### src/design/fpln_pkg.sv
// shared types, constants and lookup tables of the fixed-point natural log unit
`timescale 1ns / 1ps
package fpln_pkg;

	localparam logic [31:0] LN2_U27    = 32'd93032640;
	localparam logic [31:0] LN2_X16    = 32'd1488522240;
	localparam logic [30:0] CUBIC_COEF = 31'd1431667232;
	localparam logic [19:0] OFFSET_12  = 20'd393216;

	// ln(1 + k/64) + 12 in u5.27
	localparam logic [31:0] LOG_CK_TAB [0:64] = '{
		32'd1610612736, 32'd1612693673, 32'd1614742838, 32'd1616761188,
		32'd1618749635, 32'd1620709053, 32'd1622640276, 32'd1624544106,
		32'd1626421307, 32'd1628272616, 32'd1630098736, 32'd1631900343,
		32'd1633678087, 32'd1635432592, 32'd1637164458, 32'd1638874261,
		32'd1640562556, 32'd1642229879, 32'd1643876743, 32'd1645503644,
		32'd1647111061, 32'd1648699455, 32'd1650269271, 32'd1651820939,
		32'd1653354872, 32'd1654871473, 32'd1656371128, 32'd1657854212,
		32'd1659321087, 32'd1660772103, 32'd1662207601, 32'd1663627908,
		32'd1665033342, 32'd1666424211, 32'd1667800815, 32'd1669163444,
		32'd1670512377, 32'd1671847888, 32'd1673170241, 32'd1674479692,
		32'd1675776492, 32'd1677060882, 32'd1678333097, 32'd1679593367,
		32'd1680841913, 32'd1682078952, 32'd1683304693, 32'd1684519341,
		32'd1685723096, 32'd1686916150, 32'd1688098693, 32'd1689270907,
		32'd1690432973, 32'd1691585063, 32'd1692727349, 32'd1693859995,
		32'd1694983162, 32'd1696097009, 32'd1697201687, 32'd1698297348,
		32'd1699384138, 32'd1700462197, 32'd1701531667, 32'd1702592682,
		32'd1703645376
	};

	// reciprocal correction 1/c_k - 1, signed with 16 fraction bits (entry / 2^16)
	localparam logic signed [15:0] RECIP_TAB [0:64] = '{
		16'sd0,      -16'sd1008,  -16'sd1986,  -16'sd2934,
		-16'sd3855,  -16'sd4749,  -16'sd5617,  -16'sd6461,
		-16'sd7282,  -16'sd8080,  -16'sd8856,  -16'sd9612,
		-16'sd10348, -16'sd11065, -16'sd11763, -16'sd12444,
		-16'sd13107, -16'sd13754, -16'sd14386, -16'sd15002,
		-16'sd15604, -16'sd16191, -16'sd16765, -16'sd17326,
		-16'sd17873, -16'sd18409, -16'sd18933, -16'sd19445,
		-16'sd19946, -16'sd20436, -16'sd20916, -16'sd21385,
		-16'sd21845, -16'sd22296, -16'sd22737, -16'sd23169,
		-16'sd23593, -16'sd24008, -16'sd24415, -16'sd24815,
		-16'sd25206, -16'sd25590, -16'sd25967, -16'sd26337,
		-16'sd26700, -16'sd27056, -16'sd27406, -16'sd27749,
		-16'sd28087, -16'sd28418, -16'sd28744, -16'sd29064,
		-16'sd29378, -16'sd29687, -16'sd29991, -16'sd30290,
		-16'sd30583, -16'sd30872, -16'sd31156, -16'sd31436,
		-16'sd31711, -16'sd31982, -16'sd32248, -16'sd32510,
		-16'sd32768
	};

	typedef struct packed {
		logic        valid;
		logic        err;
		logic [31:0] x;
		logic [4:0]  shift;
	} s1_t;

	typedef struct packed {
		logic        valid;
		logic        err;
		logic [31:0] z;
		logic [6:0]  k;
		logic [31:0] lnsh;
	} s2_t;

	typedef struct packed {
		logic        valid;
		logic        err;
		logic [26:0] rem;
		logic [15:0] recip;
		logic [31:0] logck;
		logic [31:0] lnsh;
	} s3_t;

	typedef struct packed {
		logic        valid;
		logic        err;
		logic [27:0] r1;
		logic [31:0] logck;
		logic [31:0] lnsh;
	} s4_t;

	typedef struct packed {
		logic        valid;
		logic        err;
		logic [27:0] r1;
		logic [7:0]  tq;
		logic [31:0] logck;
		logic [31:0] lnsh;
	} s5_t;

	typedef struct packed {
		logic        valid;
		logic        err;
		logic [27:0] r1;
		logic [22:0] c;
		logic [31:0] logck;
		logic [31:0] lnsh;
	} s6_t;

	typedef struct packed {
		logic        valid;
		logic        err;
		logic [28:0] r2;
		logic [31:0] logck;
		logic [31:0] lnsh;
	} s7_t;

endpackage

### src/design/fpln_in_if.sv
// argument channel of the natural log unit
`timescale 1ns / 1ps
interface fpln_in_if;
	logic               valid;
	logic               ready;
	logic signed [31:0] x_value;

	modport source (output valid, output x_value, input ready);
	modport sink (input valid, input x_value, output ready);
endinterface

### src/design/fpln_out_if.sv
// result channel of the natural log unit
`timescale 1ns / 1ps
interface fpln_out_if;
	logic               valid;
	logic               ready;
	logic signed [19:0] log_result;
	logic               domain_error;

	modport source (output valid, output log_result, output domain_error, input ready);
	modport sink (input valid, input log_result, input domain_error, output ready);
endinterface

### src/design/fpln_norm.sv
// normalization stages: leading-zero count, mantissa shift, breakpoint index
`timescale 1ns / 1ps
module fpln_norm import fpln_pkg::*; (
	input  logic        clk,
	input  logic        arst_n,
	input  logic        en,
	input  logic        in_valid,
	input  logic [31:0] x,
	output s2_t         st_s2
);

	function automatic logic [4:0] lead_zeros(input logic [31:0] v);
		logic [4:0] n;
		n = 5'd0;
		for (int i = 0; i < 32; i++) begin
			if (v[i]) begin
				n = 5'(31 - i);
			end
		end
		return n;
	endfunction

	s1_t         st_s1;
	s1_t         nxt1;
	s2_t         nxt2;
	logic [31:0] z;

	always_comb begin
		nxt1.valid = in_valid;
		nxt1.err   = (x == 32'd0) | x[31];
		nxt1.x     = x;
		nxt1.shift = lead_zeros(x);
	end

	// drop the leading one, round the top fraction bits to a breakpoint
	assign z = st_s1.x << (6'(st_s1.shift) + 6'd1);

	always_comb begin
		nxt2.valid = st_s1.valid;
		nxt2.err   = st_s1.err;
		nxt2.z     = z;
		nxt2.k     = {1'b0, z[31:26]} + {6'b0, z[25]};
		nxt2.lnsh  = LN2_X16 - (32'(st_s1.shift) * LN2_U27);
	end

	always_ff @(posedge clk or negedge arst_n) begin
		if (!arst_n) begin
			st_s1.valid <= 1'b0;
			st_s2.valid <= 1'b0;
		end else if (en) begin
			st_s1 <= nxt1;
			st_s2 <= nxt2;
		end
	end

endmodule

### src/design/fpln_reduce.sv
// table lookup and first-order reduction of the remainder
`timescale 1ns / 1ps
module fpln_reduce import fpln_pkg::*; (
	input  logic clk,
	input  logic arst_n,
	input  logic en,
	input  s2_t  st_s2,
	output s4_t  st_s4
);

	s3_t                st_s3;
	s3_t                nxt3;
	s4_t                nxt4;
	logic [32:0]        rem_full;
	logic signed [42:0] prod;

	// remainder from the chosen breakpoint, always within +-2^25
	assign rem_full = {1'b0, st_s2.z} - {st_s2.k, 26'b0};

	always_comb begin
		nxt3.valid = st_s2.valid;
		nxt3.err   = st_s2.err;
		nxt3.rem   = rem_full[26:0];
		nxt3.recip = RECIP_TAB[st_s2.k];
		nxt3.logck = LOG_CK_TAB[st_s2.k];
		nxt3.lnsh  = st_s2.lnsh;
	end

	assign prod = $signed(st_s3.rem) * $signed(st_s3.recip);

	always_comb begin
		nxt4.valid = st_s3.valid;
		nxt4.err   = st_s3.err;
		nxt4.r1    = {st_s3.rem[26], st_s3.rem} + {prod[42], prod[42:16]};
		nxt4.logck = st_s3.logck;
		nxt4.lnsh  = st_s3.lnsh;
	end

	always_ff @(posedge clk or negedge arst_n) begin
		if (!arst_n) begin
			st_s3.valid <= 1'b0;
			st_s4.valid <= 1'b0;
		end else if (en) begin
			st_s3 <= nxt3;
			st_s4 <= nxt4;
		end
	end

endmodule

### src/design/fpln_cubic.sv
// cubic correction term, one multiply per stage
`timescale 1ns / 1ps
module fpln_cubic import fpln_pkg::*; (
	input  logic clk,
	input  logic arst_n,
	input  logic en,
	input  s4_t  st_s4,
	output s7_t  st_s7
);

	s5_t                st_s5;
	s6_t                st_s6;
	s5_t                nxt5;
	s6_t                nxt6;
	s7_t                nxt7;
	logic signed [23:0] sq;
	logic [38:0]        cp;
	logic signed [35:0] ct;
	logic [19:0]        t3;

	// square of the top 12 bits
	assign sq = $signed(st_s4.r1[27:16]) * $signed(st_s4.r1[27:16]);

	always_comb begin
		nxt5.valid = st_s4.valid;
		nxt5.err   = st_s4.err;
		nxt5.r1    = st_s4.r1;
		nxt5.tq    = sq[23:16];
		nxt5.logck = st_s4.logck;
		nxt5.lnsh  = st_s4.lnsh;
	end

	assign cp = CUBIC_COEF * st_s5.tq;

	always_comb begin
		nxt6.valid = st_s5.valid;
		nxt6.err   = st_s5.err;
		nxt6.r1    = st_s5.r1;
		nxt6.c     = cp[38:16];
		nxt6.logck = st_s5.logck;
		nxt6.lnsh  = st_s5.lnsh;
	end

	assign ct = $signed({1'b0, st_s6.c}) * $signed(st_s6.r1[27:16]);
	assign t3 = ct[35:16];

	always_comb begin
		nxt7.valid = st_s6.valid;
		nxt7.err   = st_s6.err;
		nxt7.r2    = {st_s6.r1[27], st_s6.r1} + {{9{t3[19]}}, t3};
		nxt7.logck = st_s6.logck;
		nxt7.lnsh  = st_s6.lnsh;
	end

	always_ff @(posedge clk or negedge arst_n) begin
		if (!arst_n) begin
			st_s5.valid <= 1'b0;
			st_s6.valid <= 1'b0;
			st_s7.valid <= 1'b0;
		end else if (en) begin
			st_s5 <= nxt5;
			st_s6 <= nxt6;
			st_s7 <= nxt7;
		end
	end

endmodule

### src/design/fixed_point_natural_log_unit.sv
// top level of the pipelined s16.15 natural log unit
`timescale 1ns / 1ps
//
// channel   dir   payload                                   word
// in_ch     in    x_value s32 (s16.15)                      one argument
// out_ch    out   log_result s20 (s4.15), domain_error u1   one result
//
// one word enters per cycle unless out_ch stalls; each argument passes through the stages
// (two normalize stages, two reduction stages, three cubic stages, one output)
// the output register can hold a finished word while the pipe keeps its content
// a stall at out_ch freezes all stages together, so in_ch.ready drops with it
// arst_n clears only the valid bits, payload registers are left as they are
module fixed_point_natural_log_unit import fpln_pkg::*; (
	input  logic       clk,
	input  logic       arst_n,
	fpln_in_if.sink    in_ch,
	fpln_out_if.source out_ch
);

	logic        en;
	s2_t         st_s2;
	s4_t         st_s4;
	s7_t         st_s7;
	logic [31:0] sum;
	logic [20:0] rnd;
	logic [20:0] res;
	logic        out_valid_q;
	logic [19:0] log_result_q;
	logic        domain_error_q;

	// the whole pipe moves when the output slot is free or being taken
	assign en          = !out_valid_q || out_ch.ready;
	assign in_ch.ready = en;

	fpln_norm u_norm (
		.clk      (clk),
		.arst_n   (arst_n),
		.en       (en),
		.in_valid (in_ch.valid),
		.x        (in_ch.x_value),
		.st_s2    (st_s2)
	);

	fpln_reduce u_reduce (
		.clk    (clk),
		.arst_n (arst_n),
		.en     (en),
		.st_s2  (st_s2),
		.st_s4  (st_s4)
	);

	fpln_cubic u_cubic (
		.clk    (clk),
		.arst_n (arst_n),
		.en     (en),
		.st_s4  (st_s4),
		.st_s7  (st_s7)
	);

	// table entry plus scaled remainder plus (16 - shift) * ln2, wrapping at 32 bits
	assign sum = st_s7.logck + {{8{st_s7.r2[28]}}, st_s7.r2[28:5]} + st_s7.lnsh;
	// round away 12 bits, then remove the offset of 12.0
	assign rnd = {1'b0, sum[31:12]} + {20'b0, sum[11]};
	assign res = rnd - {1'b0, OFFSET_12};

	always_ff @(posedge clk or negedge arst_n) begin
		if (!arst_n) begin
			out_valid_q <= 1'b0;
		end else if (en) begin
			out_valid_q <= st_s7.valid;
		end
	end

	always_ff @(posedge clk) begin
		if (en) begin
			log_result_q   <= st_s7.err ? 20'd0 : res[19:0];
			domain_error_q <= st_s7.err;
		end
	end

	assign out_ch.valid        = out_valid_q;
	assign out_ch.log_result   = log_result_q;
	assign out_ch.domain_error = domain_error_q;

endmodule
### src/flat_wrapper.sv
// flat-port wrapper written by rule: the top's interface ports become plain ports
module fixed_point_natural_log_unit_flat import fpln_pkg::*;
  (clk, arst_n, in_ch_valid, in_ch_x_value, in_ch_ready, out_ch_valid, out_ch_log_result, out_ch_domain_error, out_ch_ready);
  fpln_in_if in_ch_i ();
  fpln_out_if out_ch_i ();
  input  logic clk;
  input  logic arst_n;
  input wire logic [$bits(in_ch_i.valid)-1:0] in_ch_valid;
  input wire logic [$bits(in_ch_i.x_value)-1:0] in_ch_x_value;
  output wire logic [$bits(in_ch_i.ready)-1:0] in_ch_ready;
  output wire logic [$bits(out_ch_i.valid)-1:0] out_ch_valid;
  output wire logic [$bits(out_ch_i.log_result)-1:0] out_ch_log_result;
  output wire logic [$bits(out_ch_i.domain_error)-1:0] out_ch_domain_error;
  input wire logic [$bits(out_ch_i.ready)-1:0] out_ch_ready;
  assign in_ch_i.valid = in_ch_valid;
  assign in_ch_i.x_value = in_ch_x_value;
  assign in_ch_ready = in_ch_i.ready;
  assign out_ch_valid = out_ch_i.valid;
  assign out_ch_log_result = out_ch_i.log_result;
  assign out_ch_domain_error = out_ch_i.domain_error;
  assign out_ch_i.ready = out_ch_ready;
  fixed_point_natural_log_unit u_core (.clk(clk), .arst_n(arst_n), .in_ch(in_ch_i), .out_ch(out_ch_i));
endmodule
### config.mk
export PLATFORM = sky130hd
export DESIGN_NAME = fixed_point_natural_log_unit_flat
export DESIGN_NICKNAME = d
export VERILOG_FILES = /design/src/design/fpln_pkg.sv /design/src/design/fpln_in_if.sv /design/src/design/fpln_out_if.sv /design/src/design/fpln_norm.sv /design/src/design/fpln_reduce.sv /design/src/design/fpln_cubic.sv /design/src/design/fixed_point_natural_log_unit.sv /design/src/flat_wrapper.sv
export SDC_FILE = /design/constraint.sdc
export NUM_CORES = 2
export LEC_CHECK = 0
export CAP_MARGIN = 0
export CELL_PAD_IN_SITES_DETAIL_PLACEMENT = 0
export CELL_PAD_IN_SITES_GLOBAL_PLACEMENT = 1
export CORE_MARGIN = 4
export CORE_UTILIZATION = 47
export DETAILED_ROUTE_END_ITERATION = 16
export DONT_BUFFER_PORTS = 1
export PLACE_DENSITY = 0.8
export RECOVER_POWER = 100
export SLEW_MARGIN = 40
export SYNTH_ARGS = -nofsm -noshare
export SYNTH_HDL_FRONTEND = slang
export SYNTH_HIERARCHICAL = 1
export SYNTH_SLANG_ARGS = --single-unit
### constraint.sdc
create_clock -name clk -period 17.9 [get_ports clk]
set_input_delay 3.58 -clock clk [delete_from_list [all_inputs] [get_ports clk]]
set_output_delay 3.58 -clock clk [all_outputs]
set_load 0.01 [all_outputs]
# --- Yosys cells after proc, flatten, opt, wreduce, memory -nomap -nowiden ---
# Memories as Yosys holds them, arrays and structs flattened. A register that Yosys moved wholly into a read port is not among the register bits.
# Index checks and enable logic that the tools add are counted.
totals:
  latch_bits: 0
  ff_bits: 598
  mem_bits_ro: 6144
  ramBits: 0
  mem_count: 2
classes:
  bitwise_logic: 2
  muxes: 31
  reduce_logical: 8
  n_addsub: 10
  div_mod_pow: 0
  eq_ne: 0
  mul: 5
  order_cmp: 0
  shifts: 1
memory_table:
  columns: ["name", "depth", "word_bits", "read_ports", "rd_clocked_by_memory_dff", "write_ports", "line_no", "text"]
  rows:
  - ["(name not given)", 128, 32, 1, 1, 0, "fpln_reduce.sv:25", "nxt3.logck = LOG_CK_TAB[st_s2.k];"]
  - ["(name not given)", 128, 16, 1, 1, 0, "fpln_reduce.sv:24", "nxt3.recip = RECIP_TAB[st_s2.k];"]
op_table:
  columns: ["operator", "count"]
  rows:
  - ["2-to-1 mux 5 bit", 16]
  - ["adder 32 bit", 2]
  - ["multiplier 27 x 16 -> 43 bit", 1]
  - ["multiplier 24 x 12 -> 36 bit", 1]
  - ["multiplier 26 x 8 -> 34 bit, first input constant", 1]
  - ["zero test 32 bit", 1]
  - ["2-to-1 mux 4 bit", 8]
  - ["left shift 32 x 6 -> 32 bit", 1]
  - ["subtractor 31 x 32 -> 32 bit, first input constant", 1]
  - ["adder 28 x 20 -> 29 bit", 1]
  - ["adder 27 x 27 -> 28 bit", 1]
  - ["subtractor 27 bit", 1]
  - ["multiplier 5 x 21 -> 26 bit, second input constant", 1]
  - ["multiplier 12 x 12 -> 24 bit", 1]
  - ["adder 20 x 1 -> 20 bit", 1]
  - ["subtractor 20 x 19 -> 20 bit, second input constant", 1]
  - ["OR reduction 16 bit", 1]
  - ["2-to-1 mux 3 bit", 4]
  - ["inverter 7 -> 8 bit", 1]
  - ["OR reduction 8 bit", 1]
  - ["adder 6 x 1 -> 7 bit", 1]
  - ["adder 5 x 1 -> 6 bit, second input constant", 1]
  - ["2-to-1 mux 2 bit", 2]
  - ["OR reduction 4 bit", 1]
  - ["other kinds (6)", 6]

# --- Depth between registers and ports, before layout ---
logic_depth:
  depth_word: 31
  depth_mapped: 32
  mapped_depth_nobuf: 30

# --- Modules after synthesis ---
# The synthesis kept the hierarchy.
modules_own_cells:
  columns: ["module", "area_per_inst_um2", "seq_area_each_um2", "instances", "cells_per_inst"]
  rows:
  - ["fpln_cubic", 25573.3, 9414.0, 1, 2139]
  - ["fpln_reduce", 25490.7, 5785.5, 1, 2698]
  - ["fpln_norm", 7402.1, 3173.0, 1, 694]
  - ["fixed_point_natural_log_unit", 3555.9, 655.6, 1, 395]

# --- Worst setup path before layout ---
# OpenSTA, ideal clock, no wires.
synth_timing:
  path_kind: "input -> register"
  start: "in out_ch_ready"
  end: "reg u_core.u_cubic.st_s5 (netlist bit u_core/u_cubic/nxt6[0]) (enable)"
  setup_slack_ns: 5.589
  setup_time_ns: 0.711
  cell_stages: 2
  required_ns: 17.189
  n_path_buf: 0
  arrival_ns: 11.600
  cell_sequence: "nand2b_1 -> and2_1"
synth_between:
  elab_chain_len: 2
synth_rtl:
  columns: ["item", "line_no", "text"]
  rows:
  - ["from (decl)", "flat_wrapper.sv:14", "input wire logic [$bits(out_ch_i.ready)-1:0] out_ch_ready;"]
  - ["logical OR 1 bit", "fixed_point_natural_log_unit.sv:32", "assign en = !out_valid_q || out_ch.ready;"]
  - ["AND reduction 2 bit (no line)", null, null]
  - ["to (signal assigned)", "fpln_cubic.sv:61", "st_s5 <= nxt5;"]
  - ["to (decl)", "fpln_cubic.sv:11", "s5_t st_s5;"]
# Every way passes these cells.
# A chain may end at the register's enable or synchronous reset.

# --- Final worst setup path ---
layout_timing:
  start: "in out_ch_ready"
  end: "reg u_core/u_reduce/st_s3[97] (netlist bit) (enable)"
layout_between:
  elab_chain_len: 2
layout_rtl:
  columns: ["item", "line_no", "text"]
  rows:
  - ["logical OR 1 bit", "fixed_point_natural_log_unit.sv:32", null]
  - ["AND reduction 2 bit (no line)", null, null]
  - ["to (signal assigned)", "fpln_reduce.sv:44", "st_s3 <= nxt3;"]
  - ["to (decl)", "fpln_reduce.sv:11", "s3_t st_s3;"]
# Every way passes these cells.

==> reports/results.ini <==
[outcome]
status = complete, but fails checks
violations = capacitance limit, slew limit

[worst_setup_path]
cp.arrival_ps = 11790
r2r-start = u_core/u_reduce/st_s3[79]
crit_slowest_cell = clkbuf_1
start_kind = input pin
cp_slowest_stage_delay_ps = 2010
required_ps = 18120
crit_start = out_ch_ready
crit_top_cell = clkbuf_1
path_max_fanout = 47
path_cells = nand2b_1 > and2_0 > clkbuf_1 > clkbuf_1 > clkbuf_1
crit_buf_inv = 3
path_class = input pin to register
crit_family = buffers and inverters
end_kind = register

[clock_tree]
cts_buffers = 67
cts_tree = done
cts_resized = 0
clkTransAtPathRegs_ps = 60
hold_buffers = 0
clk-insertion-delay-late_ps = 670
clockBufferDepth = 3
cts_htree_levels = 3
post_cts_buffers = 0
root_buffer = clkbuf_16
cts_sinks = 625

[route]
routed_wl_um = 148000
viasPerCell = 5.484
drc_errors = 0
wl_per_cell_um = 19.43
wl_met3_um = 9051
top_layer = met5
wl_met1_um = 66570
drtIter0Drc = 3556
drtAntennaViolNets = 0
first_pass_iters = 8
wl_met2_um = 68560
vias = 41770

[timing]
slew_viol_final = 561
fmax_ghz = 0.08642
fin_crit_sh_pct = 64.65
worst_slew_pin_slew_ps = 4532
tns_ps = 0
fin_skew_ps = 48.09
fin_hold_ws_ps = 376.5
setup_violations = 0
rsz0062_at_grt = no
hold_viol = 0
min_period_ps = 11570
max_slew_margin_pct = -202.2

[place]
place_hpwl_um = 113700
port_buffers = 0
place_congestion = 0.9291

[global_route]
grt_pass1_vias = 43380
grt_overflow = 0
antenna_found_initial = 2
grt_pass1_wl_um = 241200
grt_start_max_net_pins = 104
grtUsageTotal_pct = 22.15

[yosys]
synth.cell_area_mm2 = 0.06170
synthCells = 5913
syn_avg_cell_area_um2 = 10.43
ys_warn_count = 6

[die]
start_util_pct = 47.47
row_count = 132
die_w_um = 370.3
fp.dieArea_mm2 = 0.1371
design.core.area_mm2 = 0.1300
ios = 59
die_h_um = 370.3

[final_layout]
syn2layout_area_growth_pct = 6.859
n_antenna_cell = 0
multi_input_area_mm2 = 0.03820
fin_nets = 7135
final_common_cell = inv_1
final.fill_count = 11650
final_cell_mix = 982 x inv_1, 803 x fa_1, 698 x nand2_1, 617 x edfxtp_1, 467 x ha_1
final-seq-area_mm2 = 0.01873
final_layout_size_suffix_gt1_share_pct = 4.528

[worst_hold_path]
hp-class = register to register
min_from = u_core/u_reduce/st_s4[2]

[run]
maxCapViolations = 12

## flip-flops by register name (all words and copies together) (netlist names)
name,count
u_core/u_cubic/nxt6,94
u_core/u_cubic/nxt7,66
u_core/out_ch.domain_error,1
u_core/u_cubic/st_s6,51
u_core/u_norm/st_s2,62
u_core/out_ch.valid,1
u_core/u_cubic/st_s7,90
u_core/u_reduce/st_s4,89
u_core/u_reduce/nxt4,61
u_core/u_norm/st_s1,37
u_core/u_reduce/st_s3,43
u_core/out_ch.log_result,20
u_core/u_norm/nxt2,2
u_core/u_cubic/st_s5,8
## layer usage
layer  track usage (%)  vias up
met5                 0        -
met4             5.866        2
met3             3.877      252
met2             35.21     1303
met1             31.52    20900
li1                  -    19310
## final timing paths
path / end / slack, ps / cells after the start
max: u_core/u_reduce/st_s3[97] / 6330 / 5
min: u_core/u_cubic/nxt6[2] / 380 / 0
max reg2reg: u_core/u_reduce/st_s4[90] / 8280 / 27
min reg2reg: u_core/u_cubic/nxt6[2] / 380 / 0
max in group asynchronous: u_core/u_norm/st_s2[72] / 15220 / 0
min in group asynchronous: u_core/u_norm/nxt2[72] / 2610 / 0
## area by class of cell
cell class	count	area share (%)
multi-input cells	4065	57.94
repair buffers	83	1.256
flip-flops and latches	625	28.41
inverters	985	5.608
clock buffers	72	2.572
clock inverters	45	0.9110
well taps	1742	3.306
## metrics by stage
step                area (um2)  util (%)  cells  setup slack (ps)
floorplan                61730         -   5921              5707
global route             65930     50.72   7617              5500
detailed placement       63670     48.99   7486              8776
finish                   65930     50.72   7617              6328
CTS                      65970     50.75   7603              8724
global placement         63210     48.63   7452              8652
Power is left out: the tool's default activity adds up to more than one toggle a clock period on the data nets, which glitch-free logic cannot reach.
